## config.mk

```make
export PLATFORM = sky130hd
export DESIGN_NAME = argb_pixel_compositor_top_flat
export DESIGN_NICKNAME = d
export VERILOG_FILES = /design/src/sv/apc_pkg.sv /design/src/sv/apc_if.sv /design/src/sv/argb_pixel_compositor_top.sv /design/src/sv/apc_datapath.sv /design/src/flat_wrapper.sv
export SDC_FILE = /design/constraint.sdc
export NUM_CORES = 2
export LEC_CHECK = 0
export ABC_AREA = 0
export BUFFER_PORTS_ARGS = -buffer_cell sky130_fd_sc_hd__buf_2
export CORE_MARGIN = 2
export CORE_UTILIZATION = 59
export CTS_CLUSTER_SIZE = 14
export DETAILED_ROUTE_END_ITERATION = 7
export PLACE_DENSITY = 0.8
export SYNTH_ARGS = -nofsm -noshare
export SYNTH_HDL_FRONTEND = slang
export SYNTH_HIERARCHICAL = 1
export SYNTH_SLANG_ARGS = --single-unit
export TNS_END_PERCENT = 1
```

## constraint.sdc

```tcl
create_clock -name clk_i -period 6.5 [get_ports clk_i]
set_input_delay 0.65 -clock clk_i [delete_from_list [all_inputs] [get_ports clk_i]]
set_output_delay 0.65 -clock clk_i [all_outputs]
set_load 0.005 [all_outputs]
```

## src/sv/apc_pkg.sv

```systemverilog
// Shared types, register indexes and channel arithmetic for the ARGB pixel compositor.
// No dependencies; used by every other file of the block.
package apc_pkg;

  localparam int PixW    = 32;
  localparam int ChanW   = 8;
  localparam int NumChan = PixW / ChanW;
  localparam int CfgIdxW = 2;
  localparam int ProdW   = 2 * ChanW;

  typedef logic [PixW-1:0]  pix_t;
  typedef logic [ChanW-1:0] chan_t;
  typedef logic [ProdW-1:0] prod_t;

  localparam pix_t  AllOnes   = '1;
  localparam chan_t AlphaFull = '1;

  // Register indexes on the write port
  localparam logic [CfgIdxW-1:0] CfgUseSource = 2'd0;
  localparam logic [CfgIdxW-1:0] CfgBlendMode = 2'd1;
  localparam logic [CfgIdxW-1:0] CfgColourMul = 2'd2;
  localparam logic [CfgIdxW-1:0] CfgConstAlph = 2'd3;

  typedef struct packed {
    logic  use_source;
    logic  blend_mode;
    pix_t  colour_mul;
    chan_t opacity;
  } cfg_t;

  // Per-stage advance strobes, from the control in the top level
  typedef struct packed {
    logic s1;
    logic s2;
    logic s3;
    logic s4;
  } stage_en_t;

  // (ch * a) >> 8 on each channel
  function automatic pix_t byte_mul(pix_t c, chan_t a);
    pix_t  r;
    prod_t p;
    r = '0;
    for (int i = 0; i < NumChan; i++) begin
      p = ProdW'(c[i*ChanW +: ChanW]) * ProdW'(a);
      r[i*ChanW +: ChanW] = p[ProdW-1:ChanW];
    end
    return r;
  endfunction

  // (x * y + 255) >> 8 on each channel
  function automatic pix_t sym_mul(pix_t x, pix_t y);
    pix_t          r;
    logic [ProdW:0] p;
    r = '0;
    for (int i = 0; i < NumChan; i++) begin
      p = (ProdW+1)'(x[i*ChanW +: ChanW]) * (ProdW+1)'(y[i*ChanW +: ChanW])
          + (ProdW+1)'(AlphaFull);
      r[i*ChanW +: ChanW] = p[ProdW-1:ChanW];
    end
    return r;
  endfunction

endpackage

```

## src/sv/apc_if.sv

```systemverilog
// Stream interfaces of the ARGB pixel compositor: input item and result item channels.
// Depends on apc_pkg for the pixel type.
interface apc_in_if;
  logic          valid;
  logic          ready;
  apc_pkg::pix_t source_pixel;
  apc_pkg::pix_t dest_pixel;
  logic          last_in;

  modport source (output valid, source_pixel, dest_pixel, last_in, input ready);
  modport sink   (input valid, source_pixel, dest_pixel, last_in, output ready);
endinterface

interface apc_out_if;
  logic          valid;
  logic          ready;
  apc_pkg::pix_t result_pixel;
  logic          last_out;

  modport source (output valid, result_pixel, last_out, input ready);
  modport sink   (input valid, result_pixel, last_out, output ready);
endinterface

```

## src/sv/argb_pixel_compositor_top.sv

```systemverilog
// Top level of the ARGB pixel compositor: config registers, pipeline valid/stall control.
// Depends on apc_pkg, apc_if (apc_in_if, apc_out_if) and apc_datapath.
//
// Usage:
//   Composites premultiplied 32-bit ARGB pixels. Each item on in_i carries a source
//   pixel, the current destination pixel and a span-end flag; each item on out_o is
//   the new destination pixel with the flag passed through. Modes: solid copy, solid
//   over, source copy, source over, chosen by use_source and blend_mode; all apply
//   colour_multiplier and constant_alpha.
//   Channels use valid/ready; an item moves when both are high at a clock edge.
//   Config is written through cfg_we_i/cfg_idx_i/cfg_data_i, one register per cycle,
//   and must only change while no item is in flight.
// Timing:
//   Four register stages (alpha scale, source multiply, channel products, add and
//   output register); an accepted item passes through each in turn before it shows
//   valid on out_o. Throughput is one item per clock while out_o.ready is high.
// Reset:
//   rst_ni (async, active low) empties the pipe and loads the config defaults:
//   solid mode, over blending, multiplier all ones, constant alpha 255.
// Stall:
//   When out_o.ready is low the output holds; stages behind it keep filling bubbles
//   and in_i.ready drops only once every stage holds an item. Nothing is lost or repeated.
module argb_pixel_compositor_top (
  input  logic                         clk_i,
  input  logic                         rst_ni,
  apc_in_if.sink                       in_i,
  apc_out_if.source                    out_o,
  input  logic                         cfg_we_i,
  input  logic [apc_pkg::CfgIdxW-1:0]  cfg_idx_i,
  input  apc_pkg::pix_t                cfg_data_i
);

  // Configuration registers
  apc_pkg::cfg_t cfg_q;

  always_ff @(posedge clk_i or negedge rst_ni) begin
    if (!rst_ni) begin
      cfg_q.use_source <= 1'b0;
      cfg_q.blend_mode <= 1'b1;
      cfg_q.colour_mul <= apc_pkg::AllOnes;
      cfg_q.opacity    <= apc_pkg::AlphaFull;
    end else if (cfg_we_i) begin
      case (cfg_idx_i)
        apc_pkg::CfgUseSource: cfg_q.use_source <= cfg_data_i[0];
        apc_pkg::CfgBlendMode: cfg_q.blend_mode <= cfg_data_i[0];
        apc_pkg::CfgColourMul: cfg_q.colour_mul <= cfg_data_i;
        apc_pkg::CfgConstAlph: cfg_q.opacity    <= cfg_data_i[apc_pkg::ChanW-1:0];
        default: ;
      endcase
    end
  end

  // Valid bits travel with the stages; a stage advances when it is empty or the one
  // after it is advancing (stage 4: when out_o.ready is high). Stage 4 is the output register.
  logic               v1_q, v2_q, v3_q, v4_q;
  apc_pkg::stage_en_t en;

  assign en.s4 = ~v4_q | out_o.ready;
  assign en.s3 = ~v3_q | en.s4;
  assign en.s2 = ~v2_q | en.s3;
  assign en.s1 = ~v1_q | en.s2;

  assign in_i.ready = en.s1;

  always_ff @(posedge clk_i or negedge rst_ni) begin
    if (!rst_ni) begin
      v1_q <= 1'b0;
      v2_q <= 1'b0;
      v3_q <= 1'b0;
      v4_q <= 1'b0;
    end else begin
      if (en.s1) v1_q <= in_i.valid;
      if (en.s2) v2_q <= v1_q;
      if (en.s3) v3_q <= v2_q;
      if (en.s4) v4_q <= v3_q;
    end
  end

  apc_datapath u_datapath (
    .clk_i       (clk_i),
    .cfg_i       (cfg_q),
    .en_i        (en),
    .src_pixel_i (in_i.source_pixel),
    .dst_pixel_i (in_i.dest_pixel),
    .last_i      (in_i.last_in),
    .result_o    (out_o.result_pixel),
    .last_o      (out_o.last_out)
  );

  assign out_o.valid = v4_q;

endmodule

```

## src/sv/apc_datapath.sv

```systemverilog
// Four-stage compositing datapath: constant alpha, source multiply, channel blend, final add.
// Depends on apc_pkg; stage strobes come from the top level.
module apc_datapath (
  input  logic               clk_i,
  input  apc_pkg::cfg_t      cfg_i,
  input  apc_pkg::stage_en_t en_i,
  input  apc_pkg::pix_t      src_pixel_i,
  input  apc_pkg::pix_t      dst_pixel_i,
  input  logic               last_i,
  output apc_pkg::pix_t      result_o,
  output logic               last_o
);

  localparam int ChanW   = apc_pkg::ChanW;
  localparam int NumChan = apc_pkg::NumChan;
  localparam int ProdW   = apc_pkg::ProdW;

  logic src_copy;
  assign src_copy = cfg_i.use_source & ~cfg_i.blend_mode;

  // Stage 1: K = color scaled by constant alpha
  apc_pkg::pix_t s1_src_q, s1_dst_q, s1_k_q, s1_k_d;
  logic          s1_last_q;

  assign s1_k_d = (cfg_i.opacity != apc_pkg::AlphaFull) ?
                  apc_pkg::byte_mul(cfg_i.colour_mul, cfg_i.opacity) :
                  cfg_i.colour_mul;

  always_ff @(posedge clk_i) begin
    if (en_i.s1) begin
      s1_src_q  <= src_pixel_i;
      s1_dst_q  <= dst_pixel_i;
      s1_last_q <= last_i;
      s1_k_q    <= s1_k_d;
    end
  end

  // Stage 2: top term T (source times multiplier in copy mode or times K in over mode, or K for solid fill)
  apc_pkg::pix_t s2_t_q, s2_t_d, s2_dst_q, s2_sel;
  logic          s2_last_q;

  assign s2_sel = cfg_i.blend_mode ? s1_k_q : cfg_i.colour_mul;

  always_comb begin
    if (!cfg_i.use_source) begin
      s2_t_d = s1_k_q;
    end else if (s2_sel == apc_pkg::AllOnes) begin
      s2_t_d = s1_src_q;
    end else begin
      s2_t_d = apc_pkg::sym_mul(s1_src_q, s2_sel);
    end
  end

  always_ff @(posedge clk_i) begin
    if (en_i.s2) begin
      s2_t_q    <= s2_t_d;
      s2_dst_q  <= s1_dst_q;
      s2_last_q <= s1_last_q;
    end
  end

  // Stage 3: per-channel products; interp for source copy, dest scaling otherwise
  apc_pkg::prod_t        s3_prod_d [NumChan];
  apc_pkg::prod_t        s3_prod_q [NumChan];
  apc_pkg::pix_t         s3_t_q;
  logic                  s3_last_q;
  logic [ChanW:0]        s3_wdst;
  apc_pkg::chan_t        s3_wsrc;

  always_comb begin
    if (src_copy) begin
      s3_wdst = (ChanW+1)'(1 << ChanW) - (ChanW+1)'(cfg_i.opacity);
      s3_wsrc = cfg_i.opacity;
    end else if (!cfg_i.use_source && !cfg_i.blend_mode) begin
      s3_wdst = (ChanW+1)'(apc_pkg::AlphaFull - cfg_i.opacity);
      s3_wsrc = '0;
    end else begin
      s3_wdst = (ChanW+1)'(apc_pkg::AlphaFull - s2_t_q[apc_pkg::PixW-1 -: ChanW]);
      s3_wsrc = '0;
    end
    for (int i = 0; i < NumChan; i++) begin
      s3_prod_d[i] = ProdW'(s2_t_q[i*ChanW +: ChanW]) * ProdW'(s3_wsrc)
                   + ProdW'(s2_dst_q[i*ChanW +: ChanW]) * ProdW'(s3_wdst);
    end
  end

  always_ff @(posedge clk_i) begin
    if (en_i.s3) begin
      s3_prod_q <= s3_prod_d;
      s3_t_q    <= s2_t_q;
      s3_last_q <= s2_last_q;
    end
  end

  // Stage 4: gather channel results and add, wrapping at 32 bits; source copy takes T or the blend alone
  apc_pkg::pix_t s4_blend, s4_res_d, s4_res_q;
  logic          s4_last_q;

  always_comb begin
    s4_blend = '0;
    for (int i = 0; i < NumChan; i++) begin
      s4_blend[i*ChanW +: ChanW] = s3_prod_q[i][ProdW-1:ChanW];
    end
    if (src_copy) begin
      s4_res_d = (cfg_i.opacity == apc_pkg::AlphaFull) ? s3_t_q : s4_blend;
    end else begin
      s4_res_d = s3_t_q + s4_blend;
    end
  end

  always_ff @(posedge clk_i) begin
    if (en_i.s4) begin
      s4_res_q  <= s4_res_d;
      s4_last_q <= s3_last_q;
    end
  end

  assign result_o = s4_res_q;
  assign last_o   = s4_last_q;

endmodule

```

## src/flat_wrapper.sv

```systemverilog
// flat-port wrapper written by rule: the top's interface ports become plain ports
module argb_pixel_compositor_top_flat 
  (clk_i, rst_ni, cfg_we_i, cfg_idx_i, cfg_data_i, in_i_valid, in_i_source_pixel, in_i_dest_pixel, in_i_last_in, in_i_ready, out_o_valid, out_o_result_pixel, out_o_last_out, out_o_ready);
  apc_in_if in_i_i ();
  apc_out_if out_o_i ();
  input  logic clk_i;
  input  logic rst_ni;
  input  logic cfg_we_i;
  input  logic [apc_pkg::CfgIdxW-1:0] cfg_idx_i;
  input  apc_pkg::pix_t cfg_data_i;
  input wire logic [$bits(in_i_i.valid)-1:0] in_i_valid;
  input wire logic [$bits(in_i_i.source_pixel)-1:0] in_i_source_pixel;
  input wire logic [$bits(in_i_i.dest_pixel)-1:0] in_i_dest_pixel;
  input wire logic [$bits(in_i_i.last_in)-1:0] in_i_last_in;
  output wire logic [$bits(in_i_i.ready)-1:0] in_i_ready;
  output wire logic [$bits(out_o_i.valid)-1:0] out_o_valid;
  output wire logic [$bits(out_o_i.result_pixel)-1:0] out_o_result_pixel;
  output wire logic [$bits(out_o_i.last_out)-1:0] out_o_last_out;
  input wire logic [$bits(out_o_i.ready)-1:0] out_o_ready;
  assign in_i_i.valid = in_i_valid;
  assign in_i_i.source_pixel = in_i_source_pixel;
  assign in_i_i.dest_pixel = in_i_dest_pixel;
  assign in_i_i.last_in = in_i_last_in;
  assign in_i_ready = in_i_i.ready;
  assign out_o_valid = out_o_i.valid;
  assign out_o_result_pixel = out_o_i.result_pixel;
  assign out_o_last_out = out_o_i.last_out;
  assign out_o_i.ready = out_o_ready;
  argb_pixel_compositor_top u_core (.clk_i(clk_i), .rst_ni(rst_ni), .in_i(in_i_i), .out_o(out_o_i), .cfg_we_i(cfg_we_i), .cfg_idx_i(cfg_idx_i), .cfg_data_i(cfg_data_i));
endmodule
```

==> results_dict.tcl <==
set metrics [dict create \
    cts-buffers-inserted 39 \
    crit_fanout 6 \
    cp_slowest_stage_delay_ns 0.60 \
    ys_ff_latch 306 \
    required_ns 6.85 \
    crit_path_end "u_core/u_datapath/s3_prod_q[47]$_DFFE_PP_" \
    grt_pass1_vias 36400 \
    dr_total_vias 35100 \
    holdWs_ns 0.186 \
    coreArea_um2 77500 \
    dr_wl_met2_mm 61.1 \
    met3_length_mm 12.2 \
    drt_iter0_markers 3123 \
    dpl_cell_area_um2 48600 \
    critical_path.cell_chain "or4_4 > or3_4 > a21oi_4 > a21oi_4 > buf_6 > buf_6 > buf_6 > buf_6 > and2_4 > fa_1 > fa_1 > fa_1 > fa_1 > fa_1 > inv_2 > fa_1 > inv_1 > ha_4 > and3_1 > a211o_1 > a21oi_2 > xnor2_1" \
    first_pass_iters 5 \
    routedWlPerCell_um 21.3 \
    final_hold_viol_count 0 \
    via_per_inst 5.88 \
    cts_sinks 306 \
    max_freq_mhz 150 \
    hp-class "primary input to async pin" \
    place.gp.congestion 0.927 \
    r2r_end "u_core/u_datapath/s3_prod_q[47]$_DFFE_PP_" \
    crit_family "adder cells" \
    path_common_cell "fa_1" \
    startpoint "u_core/cfg_q[4]$_DFFE_PN1P_" \
    rr_startpoint "u_core/cfg_q[4]$_DFFE_PN1P_" \
    crit_cells 22 \
    pin_count 139 \
    avgSynthCellArea_um2 9.68 \
    rrSetupSlack_ns -0.19 \
    drive_above_1_share_pct 11.8 \
    yosys.area.top_type_share_pct 30.7 \
    grt_overflow_total 0 \
    yosys-top-cells-count "903 x inv_1, 709 x fa_1, 658 x nand2_1" \
    synth_edf_count 260 \
    grt_pass1_wl_mm 196 \
    status "finished, violations left" \
    synthArstFlopShare_pct 15.0 \
    cts.path.max_buffers 3 \
    cts-hold-fix-buffers 0 \
    wl_mm 127 \
    grt_use_total_pct 31.2 \
    post-route-min-period_ns 6.69 \
    critPathLaunchType "register" \
    synth_area_leaders "fa_1 31%, edfxtp_1 17%, ha_1 14%" \
    cts.clk_slew.worst_paths_ns 0.06 \
    initial_core_util_pct 59.6 \
    die_area_um2 80500 \
    root_buffer "clkbuf_16" \
    fill_cells 5856 \
    postLayoutSetupSlackWorst_ns -0.187 \
    syn_inst 4771 \
    end_kind "register" \
    crit_type "register to register" \
    place_inst 5873 \
    finalClockSkew_ns 0.0208 \
    critPathArrivalTime_ns 7.03 \
    wl_met1_mm 44.9 \
    io_buffers 138 \
    die_x_um 284 \
    drv_cap 0 \
    die_y_um 284 \
    synth_nets 6109 \
    worst-path-buf-inv 6 \
    post-route-period-util_pct 103 \
    drtAntennaViolNets 0 \
    rsz0062_at_grt "yes" \
    yosysWarnings 6 \
    yosysSeqAreaShare_pct 19.5 \
    synth_ff_type "edfxtp_1" \
    worstRegToRegCells 22 \
    place_ws_ns -0.285 \
    synth.most_common_cell "inv_1" \
    slew_viol_final 0 \
    area_delta_synth_final_pct 9.63 \
    fin_area_um2 50600 \
    fin_nets 6233 \
    layoutNonFillerInstCount 5965 \
    cpMaxStageDelayCell "fa_1" \
    grt_max_degree 99 \
    grt_antenna_before_repair 4 \
    route.detailed.drc 0 \
    row_count 102 \
    failed_checks "negative setup slack" \
    cts.htree.levels 2 \
    slew_headroom_pct 31.0 \
    worst_slew_pin_slew_ns 1.03 \
    finalSetupViolCount 8 \
    synth_cell_type_count 76 \
    clk_latency_ns 0.60 \
    cts_tree "yes" \
    syn_area_um2 46200 \
    top_layer_used "met5" \
    yosys.area.top_type "fa_1" \
    dpl.hpwl_mm 94.2 \
]
==> cell families after synthesis <==
logic type	after synthesis	synth area share (%)
AO/OA/AOI/OAI	392	5.38
XOR/XNOR	126	2.39
adder cells (fa/ha/maj)	1234	45.0
buffers and inverters	1113	9.18
flip-flops	306	19.5
multiplexers	90	2.42
AND/OR/NAND/NOR	1510	16.2
==> registers in the layout, summed over array words and instances, names as in the netlist <==
register,cells
u_core/u_datapath/s2_dst_q,32
u_core/u_datapath/s2_last_q,1
u_core/u_datapath/s3_t_q,32
u_core/u_datapath/last_o,1
u_core/v1_q,1
u_core/cfg_q,42
u_core/u_datapath/s1_src_q,32
u_core/u_datapath/s1_k_q,32
u_core/u_datapath/s1_dst_q,32
u_core/u_datapath/s2_t_q,32
u_core/out_o.valid,1
u_core/u_datapath/result_o,32
u_core/v2_q,1
u_core/u_datapath/s3_prod_q,32
u_core/u_datapath/s3_last_q,1
u_core/v3_q,1
u_core/u_datapath/s1_last_q,1
==> stage by stage <==
stage	TNS, ns	utilization (%)
2_1_floorplan	-0.0000906	-
3_3_place_gp	-0.459	62.7
3_5_place_dp	-1.86	62.7
4_1_cts	-0.0355	64.6
5_1_grt	-2.58	65.4
6_report	-0.672	65.4
==> layout make-up <==
class | instances | area, um^2 | area share (%)
well taps | 1040 | 1300 | 2.57
flip-flops and latches | 306 | 9010 | 17.8
clock inverters | 15 | 164 | 0.324
multi-input cells | 3352 | 33500 | 66.1
repair buffers | 292 | 2180 | 4.30
inverters | 904 | 3390 | 6.70
diodes | 1 | 2.50 | 0.00494
clock buffers | 55 | 1120 | 2.21
==> cell usage in the layout (no fill, tap or decap), types with 56 or more instances in the layout <==
master    instances
a21oi_1         114
and2_1          370
and3_1          160
buf_2           138
buf_4           120
edfxtp_1        260
fa_1            700
ha_1            513
inv_1           894
nand2_1         657
nor2_1          134
xnor2_1          69
xor2_1           56
==> what timing repair did <==
| item | CTS | global route |
|---|---|---|
| setup buffers | 5 | 13 |
| setup endpoints to repair | 16 | 26 |
| gates cloned | 0 | 3 |
| pin swaps | 36 | 66 |
| gates resized for setup | 35 | 76 |
==> metal layers <==
| layer | up-vias | global-route usage [%] |
|---|---|---|
| li1 | 15300 | - |
| met4 | 2 | 17.3 |
| met2 | 1876 | 52.7 |
| met5 | - | 0 |
| met1 | 17400 | 38.2 |
| met3 | 467 | 5.20 |
==> worst min path at each step <==
stage	end	slack, ns	depth (start not counted)
CTS	u_core/v1_q$_DFFE_PN0P_	0.16	2
finish	u_core/cfg_q[41]$_DFFE_PN0P_	0.19	2
global route	u_core/u_datapath/s1_dst_q[10]$_DFFE_PP_	0.21	1
floorplan	u_core/cfg_q[41]$_DFFE_PN0P_	0.35	0
global placement	u_core/u_datapath/s2_dst_q[11]$_DFFE_PP_	0.40	0
detailed placement	u_core/u_datapath/s2_dst_q[15]$_DFFE_PP_	0.40	0
Power is left out: the tool's default activity adds up to more than one toggle a clock period on the data nets, which glitch-free logic cannot reach.
